<file path="config.mk">
export PLATFORM = sky130hd
export DESIGN_NAME = sinpi_fma
export DESIGN_NICKNAME = d
export VERILOG_FILES = /design/src/rtl/sinpi_pkg.sv /design/src/rtl/sinpi_fma.sv
export SDC_FILE = /design/constraint.sdc
export NUM_CORES = 2
export LEC_CHECK = 0
export BUFFER_PORTS_ARGS = -buffer_cell sky130_fd_sc_hd__buf_2
export CAP_MARGIN = 15
export CORE_AREA = 2 2 267 466
export DETAILED_ROUTE_END_ITERATION = 12
export DIE_AREA = 0 0 269 468
export PLACE_DENSITY = 0.68
export SLEW_MARGIN = 20
export SYNTH_ARGS = -nofsm -noshare
export SYNTH_HDL_FRONTEND = slang
export SYNTH_SLANG_ARGS = --single-unit
</file>
<file path="constraint.sdc">
create_clock -name clk_i -period 7.85 [get_ports clk_i]
set_clock_uncertainty 0.05 [all_clocks]
set_input_delay 0.785 -clock clk_i [delete_from_list [all_inputs] [get_ports clk_i]]
set_output_delay 0.785 -clock clk_i [all_outputs]
set_load 0.03 [all_outputs]
</file>
<file path="src/rtl/sinpi_pkg.sv">
package sinpi_pkg;

  // Signed exponent wide enough for products of subnormal operands
  localparam int unsigned EW = 12;
  typedef logic signed [EW-1:0] exp_t;

  // Register stages inside one multiply-add unit
  localparam int unsigned FMA_LAT = 6;
  localparam int unsigned NUM_OPS = 7;

  localparam logic [31:0] NEG_ZERO    = 32'h8000_0000;
  localparam logic [31:0] EXP_ALL     = 32'h7F80_0000;
  localparam logic [31:0] QUIET_BIT   = 32'h0040_0000;
  localparam logic [31:0] DEFAULT_NAN = 32'h7FC0_0000;

  // Polynomial coefficients, lowest order first
  localparam logic [31:0] COEF [6] = '{
    32'h4049_0FDB, 32'hC0A5_5DE7, 32'h4023_35E3,
    32'hBF19_6966, 32'h3DA8_3C18, 32'hBBF1_83A8
  };

  // Unpacked operand with its significand normalized
  typedef struct packed {
    logic        sign;
    logic        zero;
    logic [23:0] man;
    exp_t        e;
  } unp_t;

  // Data that travels beside the arithmetic pipeline
  typedef struct packed {
    logic        spec;
    logic [31:0] spec_val;
    logic        odd;
    logic [31:0] rf;
    logic [31:0] r2;
  } side_t;

  function automatic logic [4:0] lzc24(input logic [23:0] v);
    logic [4:0] cnt;
    cnt = 5'd24;
    for (int i = 0; i < 24; i++) begin
      if (v[i]) cnt = 5'(23 - i);
    end
    return cnt;
  endfunction

  function automatic logic [5:0] lzc54(input logic [53:0] v);
    logic [5:0] cnt;
    cnt = 6'd54;
    for (int i = 0; i < 54; i++) begin
      if (v[i]) cnt = 6'(53 - i);
    end
    return cnt;
  endfunction

  // Split a single-precision value; significand value is man * 2^e
  function automatic unp_t unpack_f(input logic [31:0] f);
    unp_t        u;
    logic [7:0]  ef;
    logic [23:0] m;
    logic [4:0]  lz;
    ef = f[30:23];
    m  = {ef != 8'd0, f[22:0]};
    lz = lzc24(m);
    u.sign = f[31];
    u.zero = (m == 24'd0);
    u.man  = m << lz;
    u.e    = exp_t'({4'd0, (ef == 8'd0) ? 8'd1 : ef}) - exp_t'(150)
             - exp_t'({7'd0, lz});
    return u;
  endfunction

  // Clamp a shift count to [0, lim]
  function automatic logic [5:0] clamp_shift(input exp_t v, input logic [5:0] lim);
    logic [5:0] r;
    if (v < exp_t'(0)) r = 6'd0;
    else if (v > exp_t'({6'd0, lim})) r = lim;
    else r = v[5:0];
    return r;
  endfunction

  // Right shift that folds every dropped bit into the lowest bit
  function automatic logic [53:0] align_shift(input logic [53:0] v, input logic [5:0] k);
    logic [107:0] w;
    w = {v, 54'd0} >> k;
    return {w[107:55], w[54] | (|w[53:0])};
  endfunction

endpackage

</file>
<file path="src/rtl/sinpi_fma.sv">
module sinpi_fma
  import sinpi_pkg::*;
(
  input  logic        clk_i,
  input  logic        en_i,
  input  logic [31:0] a_i,
  input  logic [31:0] b_i,
  input  logic [31:0] c_i,
  output logic [31:0] res_o
);

  // Stage 1: unpack and normalize the three operands
  unp_t ua, ub, uc;
  assign ua = unpack_f(a_i);
  assign ub = unpack_f(b_i);
  assign uc = unpack_f(c_i);

  logic [23:0] s1_ma_q, s1_mb_q, s1_mc_q;
  exp_t        s1_ep_q, s1_ec_q;
  logic        s1_sp_q, s1_pz_q, s1_sc_q, s1_cz_q;

  always_ff @(posedge clk_i) begin
    if (en_i) begin
      s1_ma_q <= ua.man;
      s1_mb_q <= ub.man;
      s1_mc_q <= uc.man;
      s1_ep_q <= ua.e + ub.e;
      s1_ec_q <= uc.e;
      s1_sp_q <= ua.sign ^ ub.sign;
      s1_pz_q <= ua.zero | ub.zero;
      s1_sc_q <= uc.sign;
      s1_cz_q <= uc.zero;
    end
  end

  // Stage 2: multiply significands, pick the frame top exponent
  logic [47:0] pm;
  exp_t        tp, tc, tt;
  assign pm = 48'(s1_ma_q) * 48'(s1_mb_q);
  assign tp = s1_ep_q + exp_t'(48);
  assign tc = s1_ec_q + exp_t'(24);

  always_comb begin
    if (s1_pz_q) tt = tc;
    else if (s1_cz_q) tt = tp;
    else tt = (tp > tc) ? tp : tc;
  end

  logic [47:0] s2_pm_q;
  logic [23:0] s2_mc_q;
  exp_t        s2_t_q;
  logic [5:0]  s2_kp_q, s2_kc_q;
  logic        s2_sp_q, s2_sc_q, s2_zs_q, s2_sub_q;

  always_ff @(posedge clk_i) begin
    if (en_i) begin
      s2_pm_q  <= pm;
      s2_mc_q  <= s1_mc_q;
      s2_t_q   <= tt;
      s2_kp_q  <= clamp_shift(tt - tp, 6'd54);
      s2_kc_q  <= clamp_shift(tt - tc, 6'd54);
      s2_sp_q  <= s1_sp_q;
      s2_sc_q  <= s1_sc_q;
      s2_zs_q  <= s1_sp_q & s1_sc_q;
      s2_sub_q <= s1_sp_q ^ s1_sc_q;
    end
  end

  // Stage 3: align both terms in the frame, collect sticky bits
  logic [53:0] s3_a_q, s3_b_q;
  exp_t        s3_t_q;
  logic        s3_sp_q, s3_sc_q, s3_zs_q, s3_sub_q;

  always_ff @(posedge clk_i) begin
    if (en_i) begin
      s3_a_q   <= align_shift({1'b0, s2_pm_q, 5'd0}, s2_kp_q);
      s3_b_q   <= align_shift({1'b0, s2_mc_q, 29'd0}, s2_kc_q);
      s3_t_q   <= s2_t_q;
      s3_sp_q  <= s2_sp_q;
      s3_sc_q  <= s2_sc_q;
      s3_zs_q  <= s2_zs_q;
      s3_sub_q <= s2_sub_q;
    end
  end

  // Stage 4: add or subtract magnitudes
  logic [54:0] diff, ndiff;
  logic [53:0] s4_s_d;
  logic        s4_sgn_d;
  assign diff  = {1'b0, s3_a_q} - {1'b0, s3_b_q};
  assign ndiff = 55'd0 - diff;

  always_comb begin
    if (!s3_sub_q) begin
      s4_s_d   = s3_a_q + s3_b_q;
      s4_sgn_d = s3_sp_q;
    end else if (diff[54]) begin
      s4_s_d   = ndiff[53:0];
      s4_sgn_d = s3_sc_q;
    end else begin
      s4_s_d   = diff[53:0];
      s4_sgn_d = s3_sp_q;
    end
  end

  logic [53:0] s4_s_q;
  exp_t        s4_t_q;
  logic        s4_sgn_q, s4_zs_q;

  always_ff @(posedge clk_i) begin
    if (en_i) begin
      s4_s_q   <= s4_s_d;
      s4_t_q   <= s3_t_q;
      s4_sgn_q <= s4_sgn_d;
      s4_zs_q  <= s3_zs_q;
    end
  end

  // Stage 5: leading zero count and result exponent
  logic [5:0] lz;
  logic       szero;
  assign lz    = lzc54(s4_s_q);
  assign szero = (s4_s_q == 54'd0);

  logic [53:0] s5_s_q;
  logic [5:0]  s5_lz_q;
  exp_t        s5_be_q;
  logic        s5_zero_q, s5_sgn_q;

  always_ff @(posedge clk_i) begin
    if (en_i) begin
      s5_s_q    <= s4_s_q;
      s5_lz_q   <= lz;
      s5_be_q   <= s4_t_q + exp_t'(127) - exp_t'({6'd0, lz});
      s5_zero_q <= szero;
      s5_sgn_q  <= szero ? s4_zs_q : s4_sgn_q;
    end
  end

  // Stage 6: normalize, denormalize if tiny, round to nearest even, pack
  logic [53:0] nrm;
  logic        is_norm;
  logic [5:0]  rs;
  logic [7:0]  ef;
  logic [79:0] w80;
  logic [23:0] mant;
  logic        rnd, stk, inc;
  logic [30:0] pk;
  logic [31:0] res_q;

  assign nrm     = s5_s_q << s5_lz_q;
  assign is_norm = (s5_be_q > exp_t'(0));
  assign rs      = is_norm ? 6'd0 : clamp_shift(exp_t'(1) - s5_be_q, 6'd26);
  assign ef      = is_norm ? s5_be_q[7:0] : 8'd0;
  assign w80     = {nrm, 26'd0} >> rs;
  assign mant    = w80[79:56];
  assign rnd     = w80[55];
  assign stk     = |w80[54:0];
  assign inc     = rnd & (stk | mant[0]);
  assign pk      = {ef, mant[22:0]} + 31'(inc);

  always_ff @(posedge clk_i) begin
    if (en_i) begin
      res_q <= s5_zero_q ? {s5_sgn_q, 31'd0} : {s5_sgn_q, pk};
    end
  end

  assign res_o = res_q;

endmodule

</file>
==> impl_metrics.yaml <==
outcome:
  status: "finished, final reports clean"
sta:
  slew-limit-headroom_pct: 11.9
  setup_tns_ns: 0
  min_period_ns: 7.67
  tightestPinTransition_ns: 1.32
  hold_viol: 0
  drv_slew: 0
  timing.fmax_mhz: 130
  setup_viol: 0
  post-route-period-util_pct: 97.7
global_routing:
  grt_pass1_vias: 51846
  track_usage_pct: 33.1
  grt_max_degree: 137
  grt_first_pass_wirelength_um: 308000
  overflow: 0
  antenna_found_initial: 7
placed_design:
  hpwl_um: 168000
  gp_congestion: 1.09
  portBuffers: 129
synth:
  synth_most_common_cell: "nand2_1"
  ys_top_cells_by_count: "750 x nand2_1, 708 x inv_1, 499 x fa_1"
  seq_area_frac_synth_pct: 24.5
  synth_warnings: 0
  yosysUniqueCellTypes: 104
  synth_edf_count: 493
  ys_ff_latch: 493
  avgSynthCellArea_um2: 9.32
  syn_inst: 6494
  synth_area_um2: 60500
  yosys-top-cells-area: "edfxtp_1 24%, fa_1 17%, ha_1 7.4%"
  syn_nets: 7447
  post-synth-top-area-fraction_pct: 24.5
  async_flop_share_pct: 0
  ys.flop_type: "edfxtp_1"
  synth_area_leader_cell: "edfxtp_1"
floorplan:
  initial_core_util_pct: 49.5
  coreArea_um2: 122000
  die_h_um: 468
  die_area_um2: 126000
  rows: 170
  ios: 130
  die-width_um: 269
cts:
  clock_latency_ns: 0.66
  cts_htree_levels: 2
  clk_path_buf_depth: 3
  clkTransAtPathRegs_ns: 0.07
  cts.sinks: 493
  cts_tree: "yes"
  cts-root-buf: "clkbuf_16"
  cts-buffers-inserted: 50
hold_path:
  min_path_cells: 1
  hp-start: "c_i[31]"
  hold_class: "in2reg"
  min_to: "s1_sc_q$_DFFE_PP_"
layout:
  area_growth_pct: 8.50
  nets: 7486
  ff_latch_area_um2: 14800
  fill_cells: 11140
  drive_gt1_share_pct: 11.0
  multiInputGateArea_um2: 41700
  postLayoutCoreUtil_pct: 53.7
worst_setup_path:
  slowest_stage: "fa_1"
  path_depth: 27
  r2r_setup_slack_ns: 0.18
  path_max_fanout: 7
  cp-end-kind: "flop"
  path_buf_inv: 5
  max_stage_delay_ns: 0.60
  path_class: "reg2reg"
  required_ns: 8.20
  crit_family: "adder cells"
  cp_common_cell: "fa_1"
  r2r_start: "s1_ma_q[10]$_SDFFCE_PP0P_"
  cp.arrival_ns: 8.02
  cp-start-kind: "flop"
  r2r_cells: 27
  timing.rr.end: "s2_pm_q[47]$_DFFE_PP_"
route:
  post_drt_wl_per_cell_um: 25.2
  routed_wl_um: 207000
  drc_errors: 0
  antenna_left: 0
  via_per_inst: 6.09
  drtIter0Drc: 3069
  wl_met1_um: 60300
  num_vias: 50035
  top_layer_used: "met5"
  dr.pass1.iters: 7
  wl_met3_um: 8790
  met2_length_um: 110000
run:
  maxCapViolCount: 0
-- worst max-delay path by stage --
stage / from / end / slack [ns]
floorplan: s1_mb_q[3]$_SDFFCE_PP0P_ / s2_pm_q[47]$_DFFE_PP_ / 0.56
global placement: s1_ma_q[8]$_SDFFCE_PP0P_ / s2_pm_q[47]$_DFFE_PP_ / 0.03
detailed placement: s1_ma_q[8]$_SDFFCE_PP0P_ / s2_pm_q[47]$_DFFE_PP_ / -0.04
CTS: s1_mb_q[1]$_SDFFCE_PP0P_ / s2_pm_q[47]$_DFFE_PP_ / 0.005
global route: s1_mb_q[9]$_SDFFCE_PP0P_ / s2_pm_q[46]$_DFFE_PP_ / -0.08
finish: s1_ma_q[10]$_SDFFCE_PP0P_ / s2_pm_q[47]$_DFFE_PP_ / 0.18
-- per-layer routing --
layer	global-route usage, %	up-vias
met5	0	-
met4	36.3	4
li1	-	22702
met3	4.59	990
met2	62.0	1827
met1	27.8	24512
-- cell type report --
class | instances | share of cell area [%]
clock buffer | 58 | 1.98
multi-input combinational | 4925 | 63.4
tap | 1634 | 3.11
sequential | 493 | 22.5
inverter | 716 | 4.09
clock inverter | 36 | 0.775
timing repair buffer | 347 | 4.04
antenna | 3 | 0.0114
-- worst reg2reg max path, stage by stage, from the launching register on --
cell	delay [ns]
edfxtp_1	0.52
buf_4	0.18
nand2_1	0.07
fa_1	0.51
inv_1	0.05
fa_1	0.60
fa_1	0.57
fa_1	0.58
inv_1	0.08
fa_1	0.45
fa_1	0.49
inv_1	0.05
fa_1	0.43
ha_1	0.31
a211oi_1	0.25
o211ai_1	0.13
a21oi_1	0.16
buf_4	0.16
o41ai_4	0.10
a21oi_2	0.17
a21o_1	0.21
a211oi_2	0.10
o21ai_1	0.16
a21oi_1	0.10
or4_1	0.43
a31o_2	0.25
a21oi_1	0.17
xnor2_1	0.08
-- placed cells by master (no fill, tap or decap), types with 83 or more instances in the layout --
| cell type | Yosys | routed |
|---|---|---|
| nor2_1 | 467 | 467 |
| mux2_2 | 85 | 85 |
| o21ai_0 | 263 | 260 |
| ha_1 | 356 | 356 |
| edfxtp_1 | 493 | 493 |
| buf_2 | 26 | 128 |
| fa_1 | 499 | 497 |
| xnor2_1 | 182 | 182 |
| and2_1 | 219 | 219 |
| nand2_1 | 750 | 750 |
| a21oi_1 | 343 | 337 |
| nor3_1 | 115 | 115 |
| buf_4 | 14 | 185 |
| inv_1 | 708 | 708 |
| nand3_1 | 83 | 83 |
| mux2i_1 | 294 | 294 |
| mux4_2 | 131 | 131 |
-- registers in the layout, indices dropped and copies added, names as in the netlist, 10 cells and up --
register / flops
s4_s_q: 54
s5_be_q: 12
s1_mc_q: 24
s3_b_q: 53
s1_mb_q: 24
s4_t_q: 12
s2_mc_q: 24
s3_a_q: 53
s2_t_q: 12
s2_pm_q: 48
s1_ma_q: 24
s5_s_q: 54
res_o: 32
s3_t_q: 12
s1_ep_q: 11
s1_ec_q: 10
-- metrics by stage --
stage	hold WS [ns]	instances	instance area, µm²	worst slack (ns)
2_1_floorplan	0.350	6494	60500	0.557
4_1_cts	0.209	8176	65300	0.00460
3_5_place_dp	0.355	8082	63500	-0.0426
3_3_place_gp	0.351	8082	63500	0.0343
6_report	0.251	8212	65700	0.178
5_1_grt	0.234	8210	65700	-0.0823
-- kinds of logic (layout without fill, tap and decap cells) --
family                     after synthesis  in the layout  synth area share, %
and+or+nand+nor                       2043           2043                 16.0
adders and majority gates              856            856                 23.9
muxes                                  519            519                 11.6
DFF                                    493            493                 24.5
buffers and inverters                 1076           1157                 7.00
other                                    1              4              0.00619
xor gates and xnor gates               262            262                 3.79
AOI/OAI and AO/OA                     1244           1244                 13.3
-- what timing repair did --
action	CTS	global route
pin swaps	0	4
setup endpoints to repair	1	8
hold buffers	0	0
buffers inserted	0	33
resized for setup	1	24
Power is left out: the tool's default activity adds up to more than one toggle a clock period on the data nets, which glitch-free logic cannot reach.
